$ cat src/design/c3rgb_pkg.sv
// shared types and constants for the 3x3 rgb convolution block
// no dependencies
package c3rgb_pkg;
  localparam int unsigned MAX_WIDTH = 2048;
  localparam int unsigned PIX_W = 24;
  localparam int unsigned COEF_W = 16;
  localparam int unsigned KROW_W = 48;
  localparam int unsigned COL_W = 11;
  localparam int unsigned ROW_W = 16;
  localparam int unsigned FW_W = 12;
  localparam int unsigned CHAN_MAX = 255;

  typedef enum logic [2:0] {
    REG_WIDTH  = 3'd0,
    REG_HEIGHT = 3'd1,
    REG_KTOP   = 3'd2,
    REG_KMID   = 3'd3,
    REG_KBOT   = 3'd4
  } reg_idx_t;

  // one classified beat handed from the front to the back
  typedef struct packed {
    logic [8:0][PIX_W-1:0] win;
    logic [PIX_W-1:0]      px;
    logic [COL_W-1:0]      col;
    logic [ROW_W-1:0]      row;
    logic                  interior;
    logic                  border;
  } job_t;

  typedef struct packed {
    logic [PIX_W-1:0] rgb;
    logic [COL_W-1:0] col;
    logic [ROW_W-1:0] row;
    logic             last;
  } res_t;
endpackage

$ cat src/design/c3rgb_fifo.sv
// short queue of classified beats between front and back
// uses c3rgb_pkg
module c3rgb_fifo (
  input  logic            clk,
  input  logic            rst,
  input  logic            wr_valid,
  output logic            wr_ready,
  input  c3rgb_pkg::job_t wr_data,
  output logic            rd_valid,
  input  logic            rd_ready,
  output c3rgb_pkg::job_t rd_data
);
  c3rgb_pkg::job_t buf_q [2];
  logic wp, rp;
  logic [1:0] cnt;

  assign wr_ready = cnt != 2'd2;
  assign rd_valid = cnt != 2'd0;
  assign rd_data = buf_q[rp];

  always_ff @(posedge clk) begin
    if (rst) begin
      wp <= 1'b0;
      rp <= 1'b0;
      cnt <= '0;
    end else begin
      if (wr_valid && wr_ready) wp <= !wp;
      if (rd_valid && rd_ready) rp <= !rp;
      cnt <= cnt + 2'(wr_valid && wr_ready) - 2'(rd_valid && rd_ready);
    end
  end

  always_ff @(posedge clk) begin
    if (wr_valid && wr_ready) buf_q[wp] <= wr_data;
  end
endmodule

$ cat config.mk
export PLATFORM = sky130hd
export DESIGN_NAME = c3rgb_fifo
export DESIGN_NICKNAME = d
export VERILOG_FILES = /design/src/design/c3rgb_pkg.sv /design/src/design/c3rgb_fifo.sv
export SDC_FILE = /design/constraint.sdc
export NUM_CORES = 1
export LEC_CHECK = 0
export BUFFER_PORTS_ARGS = -buffer_cell sky130_fd_sc_hd__buf_4
export CORE_AREA = 5 5 209 211
export DETAILED_ROUTE_END_ITERATION = 16
export DIE_AREA = 0 0 214 216
export GPL_ROUTABILITY_DRIVEN = 0
export GPL_TIMING_DRIVEN = 0
export PLACE_DENSITY = 0.85
export REMOVE_ABC_BUFFERS = 1
export SLEW_MARGIN = 15
export SYNTH_ARGS = -nofsm -noshare
export SYNTH_HDL_FRONTEND = slang
export SYNTH_SLANG_ARGS = --single-unit
$ cat constraint.sdc
create_clock -name clk -period 8.6 [get_ports clk]
set_input_delay 0.86 -clock clk [delete_from_list [all_inputs] [get_ports clk]]
set_output_delay 0.86 -clock clk [all_outputs]
set_load 0.05 [all_outputs]
* Word level (Yosys, flattened, before mapping)
Memories as Yosys holds them, arrays and structs flattened. A register that Yosys moved wholly into a read port is not among the register bits.
Cells that the tools add are included.
** Cells by class
- Add/subtract/negate cells :: 2
- Eq/ne operators :: 1
- Mux-type cells :: 4
- Reductions and logical operators :: 5
** Operators by type and width (count)
- $mux 1 :: 4
- $add 2x1->2 :: 1
- $logic_and 1x1->1 :: 2
- $logic_not 1->1 :: 2
- $ne 2x2->1 const B :: 1
- $reduce_bool 2->1 :: 1
- $sub 2x1->2 :: 1
** Word-level totals
- Flip-flop bits (word level) :: 4
- RAM bits :: 538
- Input bits :: 273
- Output and inout port bits :: 271
- Memories :: 1
** Memories
- buf_q :: depth 2, width 269, read ports 1, clocked after Yosys merged registers in 1, write ports 1, line c3rgb_fifo.sv:13 : c3rgb_pkg::job_t buf_q [2];

* Longest topological paths before layout
Gate-level depths: netlist (run 1).
- Word-level depth :: 4
- Mapped depth :: 6

* Worst setup path after synthesis (run 1)
No wires, ideal clock.
- Path kind :: reg2reg
- From :: reg cnt[0]
- To :: mem buf_q[1][0] (netlist bit), enable pin
- Arrival :: 7.176 ns
- Setup slack :: 0.757 ns
- Stages on the path, launching flop included :: 3
- Period minus slack after synthesis :: 7.843 ns
- Cells stage by stage :: dfxtp_1 > nand2b_1 > and3_1
** Between the ends
- Cells in the longest elaborated chain, start to end :: 4
** Ends and longest elaborated chain
- from (decl) :: line c3rgb_fifo.sv:15 : logic [1:0] cnt;
- from (signal assigned) :: line c3rgb_fifo.sv:29 : cnt <= cnt + 2'(wr_valid && wr_ready) - 2'(rd_valid && rd_ready);
- $ne 2x2->1 :: line c3rgb_fifo.sv:17 : assign wr_ready = cnt != 2'd2;
- via wr_ready :: line c3rgb_fifo.sv:7 : output logic wr_ready,
- $logic_and 1x1->1 :: line c3rgb_fifo.sv:34 : if (wr_valid && wr_ready) buf_q[wp] <= wr_data;
- $mux 1 :: line c3rgb_fifo.sv:34
- $mux 1 (implied by the code) :: line c3rgb_fifo.sv:34
- to (decl) :: line c3rgb_fifo.sv:13
The timed path passes the listed nets, and every way through them passes these cells.

==> flow_metrics.tcl, run 1 <==
set metrics [dict create \
    status "finished, final reports clean" \
    setup_tns_ns 0 \
    cp.arrival_ns 2.85 \
    flip_flop_cell_with_the_highest_count_after_synthesis "edfxtp_1" \
    required_ns 7.74 \
    cts_resized 0 \
    netlist.top_cell.by_area "edfxtp_1" \
    final_antenna_net_count 0 \
    final_core_utilization_pct 65.06 \
    cpPeakStageDelay_ns 0.49 \
    powerDensity_nw_per_um2 308.8 \
    ys_warn_count 0 \
    syn-cell-area_um2 20500 \
    report.final.setup_viol 0 \
    gr-usage-all-layers_pct 19.57 \
    row_count 75 \
    initial_utilization_pct 49.31 \
    core_region_area_um2 41570 \
    top_level_ports 544 \
    grt_max_degree 112 \
    master_of_the_slowest_instance_on_the_critical_path "dfxtp_4" \
    tritoncts_buffer_count 54 \
    hold-worst-slack_ns 0.4618 \
    routedWlPerCell_um 22.91 \
    max_clock_freq_ghz 0.2699 \
    highest_layer "met5" \
    regArea_um2 16260 \
    power.total_mw 8.351 \
    cp_num_cells 6 \
    grt_first_pass_wirelength_um 69480 \
    ratio_of_cells_with_drive_above_1_in_the_final_layout_pct 60.68 \
    hold_viol_final 0 \
    detailedPlace.worstSlack_ns 5.465 \
    start_kind "register" \
    drt-total-wl_um 46580 \
    hp-class "primary input to register" \
    path_max_fanout 43 \
    cts.sink_count 543 \
    finClkSkew_ns 0.02594 \
    synth_cells 866 \
    timing.critical_path.cells "buf_16 > buf_16 > buf_16 > buf_12 > mux2_4 > buf_4" \
    die_area_um2 46220 \
    cts_tree "yes" \
    max_slew.worst_pin.slew_ns 0.6890 \
    power.leakage_nw 10.43 \
    via_count_of_the_first_global_routing_pass 11551 \
    leading_cell_types_by_total_area_after_synthesis "edfxtp_1 (79%), mux2_4 (15%), mux2_2 (3.8%)" \
    firstDrtPassIters 5 \
    clock_tree.htree_level_count 2 \
    critPathKind "register to primary output" \
    ys_ff_latch 543 \
    detailedPlacementHpwl_um 32240 \
    synth_edf_count 538 \
    timing.final.crit_share_pct 43.08 \
    rsz0062_at_grt "no" \
    worst_setup_hold_path_clk_slew_ns 0.07 \
    cts-hold-fix-buffers 0 \
    synth.most_common_cell "edfxtp_1" \
    max_slew_margin_pct 54.07 \
    initialDrtViolationCount 713 \
    report.final.slew_viol_count 0 \
    post-route-worst-setup-slack_ns 4.895 \
    cpLargestDelayFamily "buffers and inverters" \
    finish.net_count 1723 \
    met3WireLength_um 4321 \
    port_buffers 543 \
    vias_per_instance 5.137 \
    detail_route.wirelength.met1_um 16290 \
    vdd_ir_drop_max_v 0.0002440 \
    top_area_cell_type_share_of_the_netlist_area_pct 78.81 \
    fp.dieW_um 214 \
    multiInputGateArea_um2 3938 \
    register_area_share_after_synthesis_pct 79.30 \
    layout.filler_cells 2661 \
    wl_met2_um 24240 \
    grt-ovfl-total 0 \
    path_common_cell "buf_16" \
    timing.hold.worst_path_depth 1 \
    num_vias 10444 \
    post_cts_buffers 0 \
    area_delta_synth_final_pct 31.94 \
    grt_antenna_before_repair 2 \
    cts_root_buf "clkbuf_16" \
    drv.max_cap_violation_count 0 \
    ys_top_cells_by_count "edfxtp_1 (538), mux2_4 (200), mux2_2 (69)" \
    clk_latency_ns 0.58 \
    min_period_ns 3.705 \
    cp_num_buf_inv 5 \
    syn_area_per_cell_um2 23.67 \
    floorplan.die.height_um 216 \
    reg2regPathDepth 5 \
    clock_tree_buffer_depth 3 \
    synth.lib_cells_used.distinct 25 \
    synth_async_sr_flop_share_pct 0 \
    worstSetupEndpointType "primary output" \
    drcViolationCount 0 \
]
-- layer usage --
layer,track usage (%),up-vias
met4,7.795,2
met2,34.74,465
met3,7.063,108
met1,21.56,5222
li1,-,4647
met5,0,-
-- cell type report --
class / count / share of cell area, %
diodes: 1 / 0.009252
clock buffers: 63 / 5.200
clock inverters: 37 / 1.138
inverters: 1 / 0.04164
multi-input cells: 292 / 14.56
flip-flops and latches: 543 / 60.12
well taps: 539 / 2.494
repair buffers: 557 / 16.44
-- cells in the final DEF (no fill, tap or decap), types with 5 or more instances in the layout --
master / n
edfxtp_1: 538
clkinv_1: 18
bufinv_16: 5
mux2_4: 200
mux2_2: 69
buf_4: 543
clkbuf_1: 8
clkbuf_16: 55
buf_16: 12
clkinv_2: 9
-- flip-flops by register name, indices dropped and copies added, names as in the netlist, named ones only --
register and count:
buf_q 538, cnt 2, rp 1, wp 1
-- worst paths after layout --
check / slack, ns / endpoint / start
setup / recovery: 4.89 / rd_data[255] / register
hold / removal: 0.46 / buf_q[0][260] / wr_data[260]
setup reg to reg: 6.01 / buf_q[1][217] / cnt[0]
hold reg to reg: 0.51 / rp / rp
-- cell families after synthesis --
family	after synthesis	share of synthesized area (%)
compound gates	6	0.2136
buf+inv	31	1.514
xor+xnor	1	0.04274
mux	269	18.44
flops	543	79.30
simple gates	15	0.4273
fa+ha+maj	1	0.06103
-- report_power, final --
part / total, mW / switching [mW] / internal [mW]
sequential: 3.29 / 0.0752 / 3.22
clock: 2.26 / 0.945 / 1.32
combinational: 2.80 / 1.78 / 1.01
-- per-stage QoR --
step	instance area, um^2	instances
2_1_floorplan	20190	836
3_3_place_gp	24940	1918
3_5_place_dp	25330	1932
4_1_cts	27040	2032
5_1_grt	27040	2032
6_report	27050	2033
(Power assumes the default switching activity.)
==> run 2, diff against run 1 <==
--- a/config.mk
+++ b/config.mk
@@ -6,12 +6,13 @@
 export NUM_CORES = 1
 export LEC_CHECK = 0
 export BUFFER_PORTS_ARGS = -buffer_cell sky130_fd_sc_hd__buf_4
-export CORE_AREA = 5 5 209 211
+export CORE_ASPECT_RATIO = 1.75
+export CORE_MARGIN = 5
+export CORE_UTILIZATION = 47
 export DETAILED_ROUTE_END_ITERATION = 16
-export DIE_AREA = 0 0 214 216
 export GPL_ROUTABILITY_DRIVEN = 0
 export GPL_TIMING_DRIVEN = 0
-export PLACE_DENSITY = 0.85
+export PLACE_DENSITY = 0.84
 export REMOVE_ABC_BUFFERS = 1
 export SLEW_MARGIN = 15
 export SYNTH_ARGS = -nofsm -noshare
==> constraint.sdc (replaced) <==
create_clock -name clk -period 3.2 [get_ports clk]
set_input_delay 0.32 -clock clk [delete_from_list [all_inputs] [get_ports clk]]
set_output_delay 0.32 -clock clk [all_outputs]
set_load 0.05 [all_outputs]
==> run 2 against run 1 <==
Compared with the run above: hold slack lost 0.32 ns; clock power grew to 2.5 times the previous value; worst setup slack worse by 4.7 ns; register-to-register slack got worse by 5.1 ns; cell count rose by 14%; count of clock-buffer cells in the layout fell by 3; combinational power increased to 2.8 times the previous value; sequential share of layout area down 5.2 points; global-route usage rose by 2.6 points; critical path type unchanged; critical endpoint is now rd_data[127].
==> flow_metrics.tcl, run 2 (synthesis gave the netlist of run 1 again) <==
set metrics [dict create \
    status "finished, final reports clean" \
    initial_utilization_pct 47.29 \
    layout_common_cells "buf_4 (543), edfxtp_1 (538), dlygate4sd3_1 (270), mux2_4 (200), mux2_2 (69)" \
    grt_max_degree 104 \
    powerDensity_nw_per_um2 758.3 \
    largest_register_ff_count 538 \
    finClkSkew_ns 0.01808 \
    clk_latency_ns 0.56 \
    grt-ovfl-total 0 \
    fp.dieW_um 167.9 \
    initialDrtViolationCount 761 \
    grt_first_pass_wirelength_um 80760 \
    detailedPlacementHpwl_um 33620 \
    layout.filler_cells 2488 \
    report.final.slew_viol_count 0 \
    firstDrtPassIters 6 \
    timing.final.crit_share_pct 92.86 \
    vias_per_instance 5.047 \
    row_count 101 \
    register_name_with_the_most_flops "buf_q" \
    final_core_utilization_pct 68.31 \
    top_level_ports 544 \
    max_slew_margin_pct 59.73 \
    cts_resized 0 \
    rsz0062_at_grt "no" \
    core_region_area_um2 43350 \
    clock_tree.htree_level_count 2 \
    power.total_mw 22.45 \
    finish.net_count 1987 \
    drcViolationCount 0 \
    cts_tree "yes" \
    gr-usage-all-layers_pct 22.22 \
    vdd_ir_drop_max_v 0.0007295 \
    drv.max_cap_violation_count 0 \
    num_vias 11739 \
    report.final.setup_viol 0 \
    cts_root_buf "clkbuf_16" \
    required_ns 2.88 \
    most_common_cell_after_layout_fill_and_taps_aside "buf_4" \
    cts.sink_count 543 \
    worst_setup_hold_path_clk_slew_ns 0.06 \
    max_clock_freq_ghz 0.3365 \
    worstSetupEndpointType "primary output" \
    floorplan.die.height_um 286.3 \
    die_area_um2 48050 \
    clock_tree_buffer_depth 3 \
    max_slew.worst_pin.slew_ns 0.6041 \
    ratio_of_cells_with_drive_above_1_in_the_final_layout_pct 51.46 \
    hold_viol_final 0 \
    final_antenna_net_count 0 \
    regArea_um2 16260 \
    start_kind "register" \
    critPathKind "register to primary output" \
    min_period_ns 2.971 \
    port_buffers 543 \
    tritoncts_buffer_count 48 \
    power.leakage_nw 11.45 \
    routedWlPerCell_um 23.82 \
    via_count_of_the_first_global_routing_pass 13064 \
    hp-class "primary input to register" \
    area_delta_synth_final_pct 44.44 \
    layout_top_registers "buf_q (538), cnt (2)" \
    path_max_fanout 41 \
    grt_antenna_before_repair 10 \
    cp.arrival_ns 2.65 \
    multiInputGateArea_um2 3938 \
    drt-total-wl_um 55410 \
]
-- run 2: worst paths after layout --
check / startpoint / to / slack, ns / cells past startpoint
hold reg to reg: rp / register / 0.53 / 2
setup / recovery: register / rd_data[127] / 0.23 / 5
setup reg to reg: cnt[0] / buf_q[0][57] / 0.86 / 4
hold / removal: wr_valid / wp / 0.14 / 3
-- run 2: cell type report --
cell class	instances	share of cell area, %
inverters	1	0.03803
repair buffers	827	24.15
multi-input cells	292	13.30
clock buffers	60	4.281
flip-flops and latches	543	54.91
well taps	566	2.392
diodes	11	0.09297
clock inverters	26	0.8367
-- run 2: through the flow --
step	instance area [um^2]	hold slack (ns)	setup slack [ns]	instances	setup TNS [ns]
2_1_floorplan	20190	0.3891	-7.401	836	-4175.22
3_3_place_gp	24980	0.4895	-10.80	1945	-6438.16
3_5_place_dp	25360	0.5033	0.7732	1959	0
4_1_cts	29580	0.1018	0.1680	2315	0
5_1_grt	29610	0.1401	0.1201	2325	0
6_report	29610	0.1447	0.2285	2326	0
-- run 2: routing by layer --
layer	global-route usage [%]	part of all wire, %
met5	0	0
met4	10.60	5.4
met3	4.837	6.0
met2	41.69	55
met1	23.28	33
-- run 2: worst max-delay path, cell delays in order, from the launching register on --
cell     delay, ns
dfxtp_4       0.60
buf_12        0.28
buf_16        0.30
buf_16        0.29
mux2_4        0.34
buf_4         0.20
-- run 2: what timing repair did --
| action | CTS | global route |
|---|---|---|
| endpoints found under the setup margin | 0 | 0 |
| hold endpoints to repair | 543 | 0 |
| buffers inserted | 0 | 0 |
| hold buffers | 270 | 0 |
-- run 2: where the power goes --
part	internal, mW	total (mW)	switching, mW
registers	8.64	8.88	0.242
clock network	3.15	5.68	2.53
logic	2.94	7.89	4.95
total	14.7	22.5	7.72
==> run 3, diff against run 2 <==
--- a/config.mk
+++ b/config.mk
@@ -8,11 +8,11 @@
 export BUFFER_PORTS_ARGS = -buffer_cell sky130_fd_sc_hd__buf_4
 export CORE_ASPECT_RATIO = 1.75
 export CORE_MARGIN = 5
-export CORE_UTILIZATION = 47
+export CORE_UTILIZATION = 35
 export DETAILED_ROUTE_END_ITERATION = 16
 export GPL_ROUTABILITY_DRIVEN = 0
 export GPL_TIMING_DRIVEN = 0
-export PLACE_DENSITY = 0.84
+export PLACE_DENSITY = 0.68
 export REMOVE_ABC_BUFFERS = 1
 export SLEW_MARGIN = 15
 export SYNTH_ARGS = -nofsm -noshare
==> run 3 against run 2 <==
Compared with the run above: sequential share of layout area shrank 0.74 points; critical path depth shrank 1; non-clock buffer count grew 2; fmax grew 11%; via count shrank 3.9%; wire length shrank 10%; cell area grew 1.4%; total power grew 0.73%; count of clock-buffer cells in the layout is the same; sequential power shrank 0.6%; global-route usage shrank 7.4 points.
==> flow_metrics.tcl, run 3 (synthesis gave the netlist of run 1 again) <==
set metrics [dict create \
    status "finished, final reports clean" \
    grt_first_pass_wirelength_um 72630 \
    register_name_with_the_most_flops "buf_q" \
    clock_tree.htree_level_count 2 \
    hold-worst-slack_ns 0.08824 \
    largest_register_ff_count 538 \
    core_region_area_um2 58120 \
    initial_utilization_pct 35.27 \
    detailedPlacementHpwl_um 33100 \
    report.final.slew_viol_count 0 \
    routedWlPerCell_um 19.57 \
    fp.dieW_um 192.9 \
    firstDrtPassIters 4 \
    rsz0062_at_grt "no" \
    critPathKind "register to primary output" \
    tritoncts_buffer_count 50 \
    globalRouteMet1Util_pct 15.95 \
    grt-ovfl-total 0 \
    cts_root_buf "clkbuf_16" \
    globalRoute.busiestLayer "met2" \
    max_slew.worst_pin.slew_ns 0.5954 \
    hold_viol_final 0 \
    finClkSkew_ns 0.02568 \
    die_area_um2 63700 \
    path_max_fanout 41 \
    area_delta_synth_final_pct 46.41 \
    num_vias 11284 \
    drt-total-wl_um 49620 \
    power.leakage_nw 11.52 \
    grt.met3_usage_pct 3.965 \
    cts.sink_count 543 \
    most_common_cell_after_layout_fill_and_taps_aside "buf_4" \
    layout_common_cells "buf_4 (543), edfxtp_1 (538), dlygate4sd3_1 (270), mux2_4 (200), mux2_2 (69)" \
    clock_tree_buffer_depth 3 \
    vdd_ir_drop_max_v 0.0006485 \
    setup_tns_ns 0 \
    floorplan.die.height_um 330.1 \
    via_count_of_the_first_global_routing_pass 12486 \
    grt_max_degree 102 \
    powerDensity_nw_per_um2 753.5 \
    required_ns 2.88 \
    worstSetupEndpointType "primary output" \
    drcViolationCount 0 \
    report.final.setup_viol 0 \
    post_cts_buffers 0 \
    worst_setup_hold_path_clk_slew_ns 0.07 \
    fin_area_um2 30010 \
    cp.arrival_ns 2.36 \
    port_buffers 543 \
    ratio_of_cells_with_drive_above_1_in_the_final_layout_pct 51.51 \
    initialDrtViolationCount 435 \
    post-route-worst-setup-slack_ns 0.5196 \
    top_level_ports 544 \
    gr_util_met2_pct 27.57 \
    vias_per_instance 4.450 \
    gr-usage-all-layers_pct 14.83 \
    drv.max_cap_violation_count 0 \
    max_slew_margin_pct 60.31 \
    start_kind "register" \
    postPlaceCellArea_um2 25660 \
    min_period_ns 2.680 \
    row_count 117 \
    hp-class "primary input to register" \
    max_clock_freq_ghz 0.3731 \
    grt_antenna_before_repair 11 \
    finish.net_count 1991 \
    cts_resized 0 \
    final_antenna_net_count 0 \
    clk_latency_ns 0.57 \
    layout_top_registers "buf_q (538), cnt (2)" \
    timing.final.crit_share_pct 83.76 \
    detailedPlace.worstSlack_ns 0.8260 \
    cts_tree "yes" \
]
## run 3: cell count changes in the layout (fill, tap and decap cells not counted), sizes merged
cell,change
bufinv,+2
clkinv,+4
diode,-5
buf,+2
## run 3: power by group
group	switching (mW)	leakage, nW	total [mW]	internal [mW]
clock	2.58	0.794	5.99	3.41
combinational	4.84	5.66	7.80	2.95
sequential	0.194	5.07	8.83	8.63
## run 3: path summary, 6_finish.rpt
path | startpoint | endpoint | slack (ns) | cells after the start
worst max-delay path | register | rd_data[29] | 0.52 | 4
worst min-delay path | wr_valid | wp | 0.09 | 3
worst max register to register | cnt[0] | buf_q[0][170] | 0.90 | 5
worst min register to register | rp | register | 0.51 | 2
## run 3: final cells by class
cell class	instances	area [um^2]
Clock inverter	32	321.6
Clock buffer	60	1310
Tap cell	773	967.2
Inverter	1	11.26
Fill cell	4469	28110
Multi-Input combinational cell	292	3938
Sequential cell	543	16260
Antenna cell	6	15.01
Timing Repair Buffer	829	7189
## run 3: metal layers
layer | wire length, um | vias up
met5 | 67 | -
met2 | 26600 | 414
li1 | - | 5181
met4 | 1620 | 10
met3 | 3539 | 92
met1 | 17800 | 5587
## run 3: through the flow
| step | std cells | utilization [%] | total power [mW] |
|---|---|---|---|
| 6_report | 2536 | 51.64 | 22.61 |
| 5_1_grt | 2533 | 51.63 | 23.48 |
| 4_1_cts | 2530 | 51.61 | 22.91 |
| 3_5_place_dp | 2168 | 44.16 | 16.55 |
| 3_3_place_gp | 2152 | 43.42 | 15.05 |
| 2_1_floorplan | 836 | - | 13.92 |
## run 3: worst max-delay path, stage by stage (launching register included)
cell and delay [ns]:
dfxtp_4 0.52, buf_16 0.28, buf_16 0.31, mux2_2 0.38, buf_4 0.19
## run 3: what timing repair did
item | CTS | global route
endpoints found under the hold margin | 543 | 0
endpoints found under the setup margin | 0 | 0
hold buffers | 270 | 0
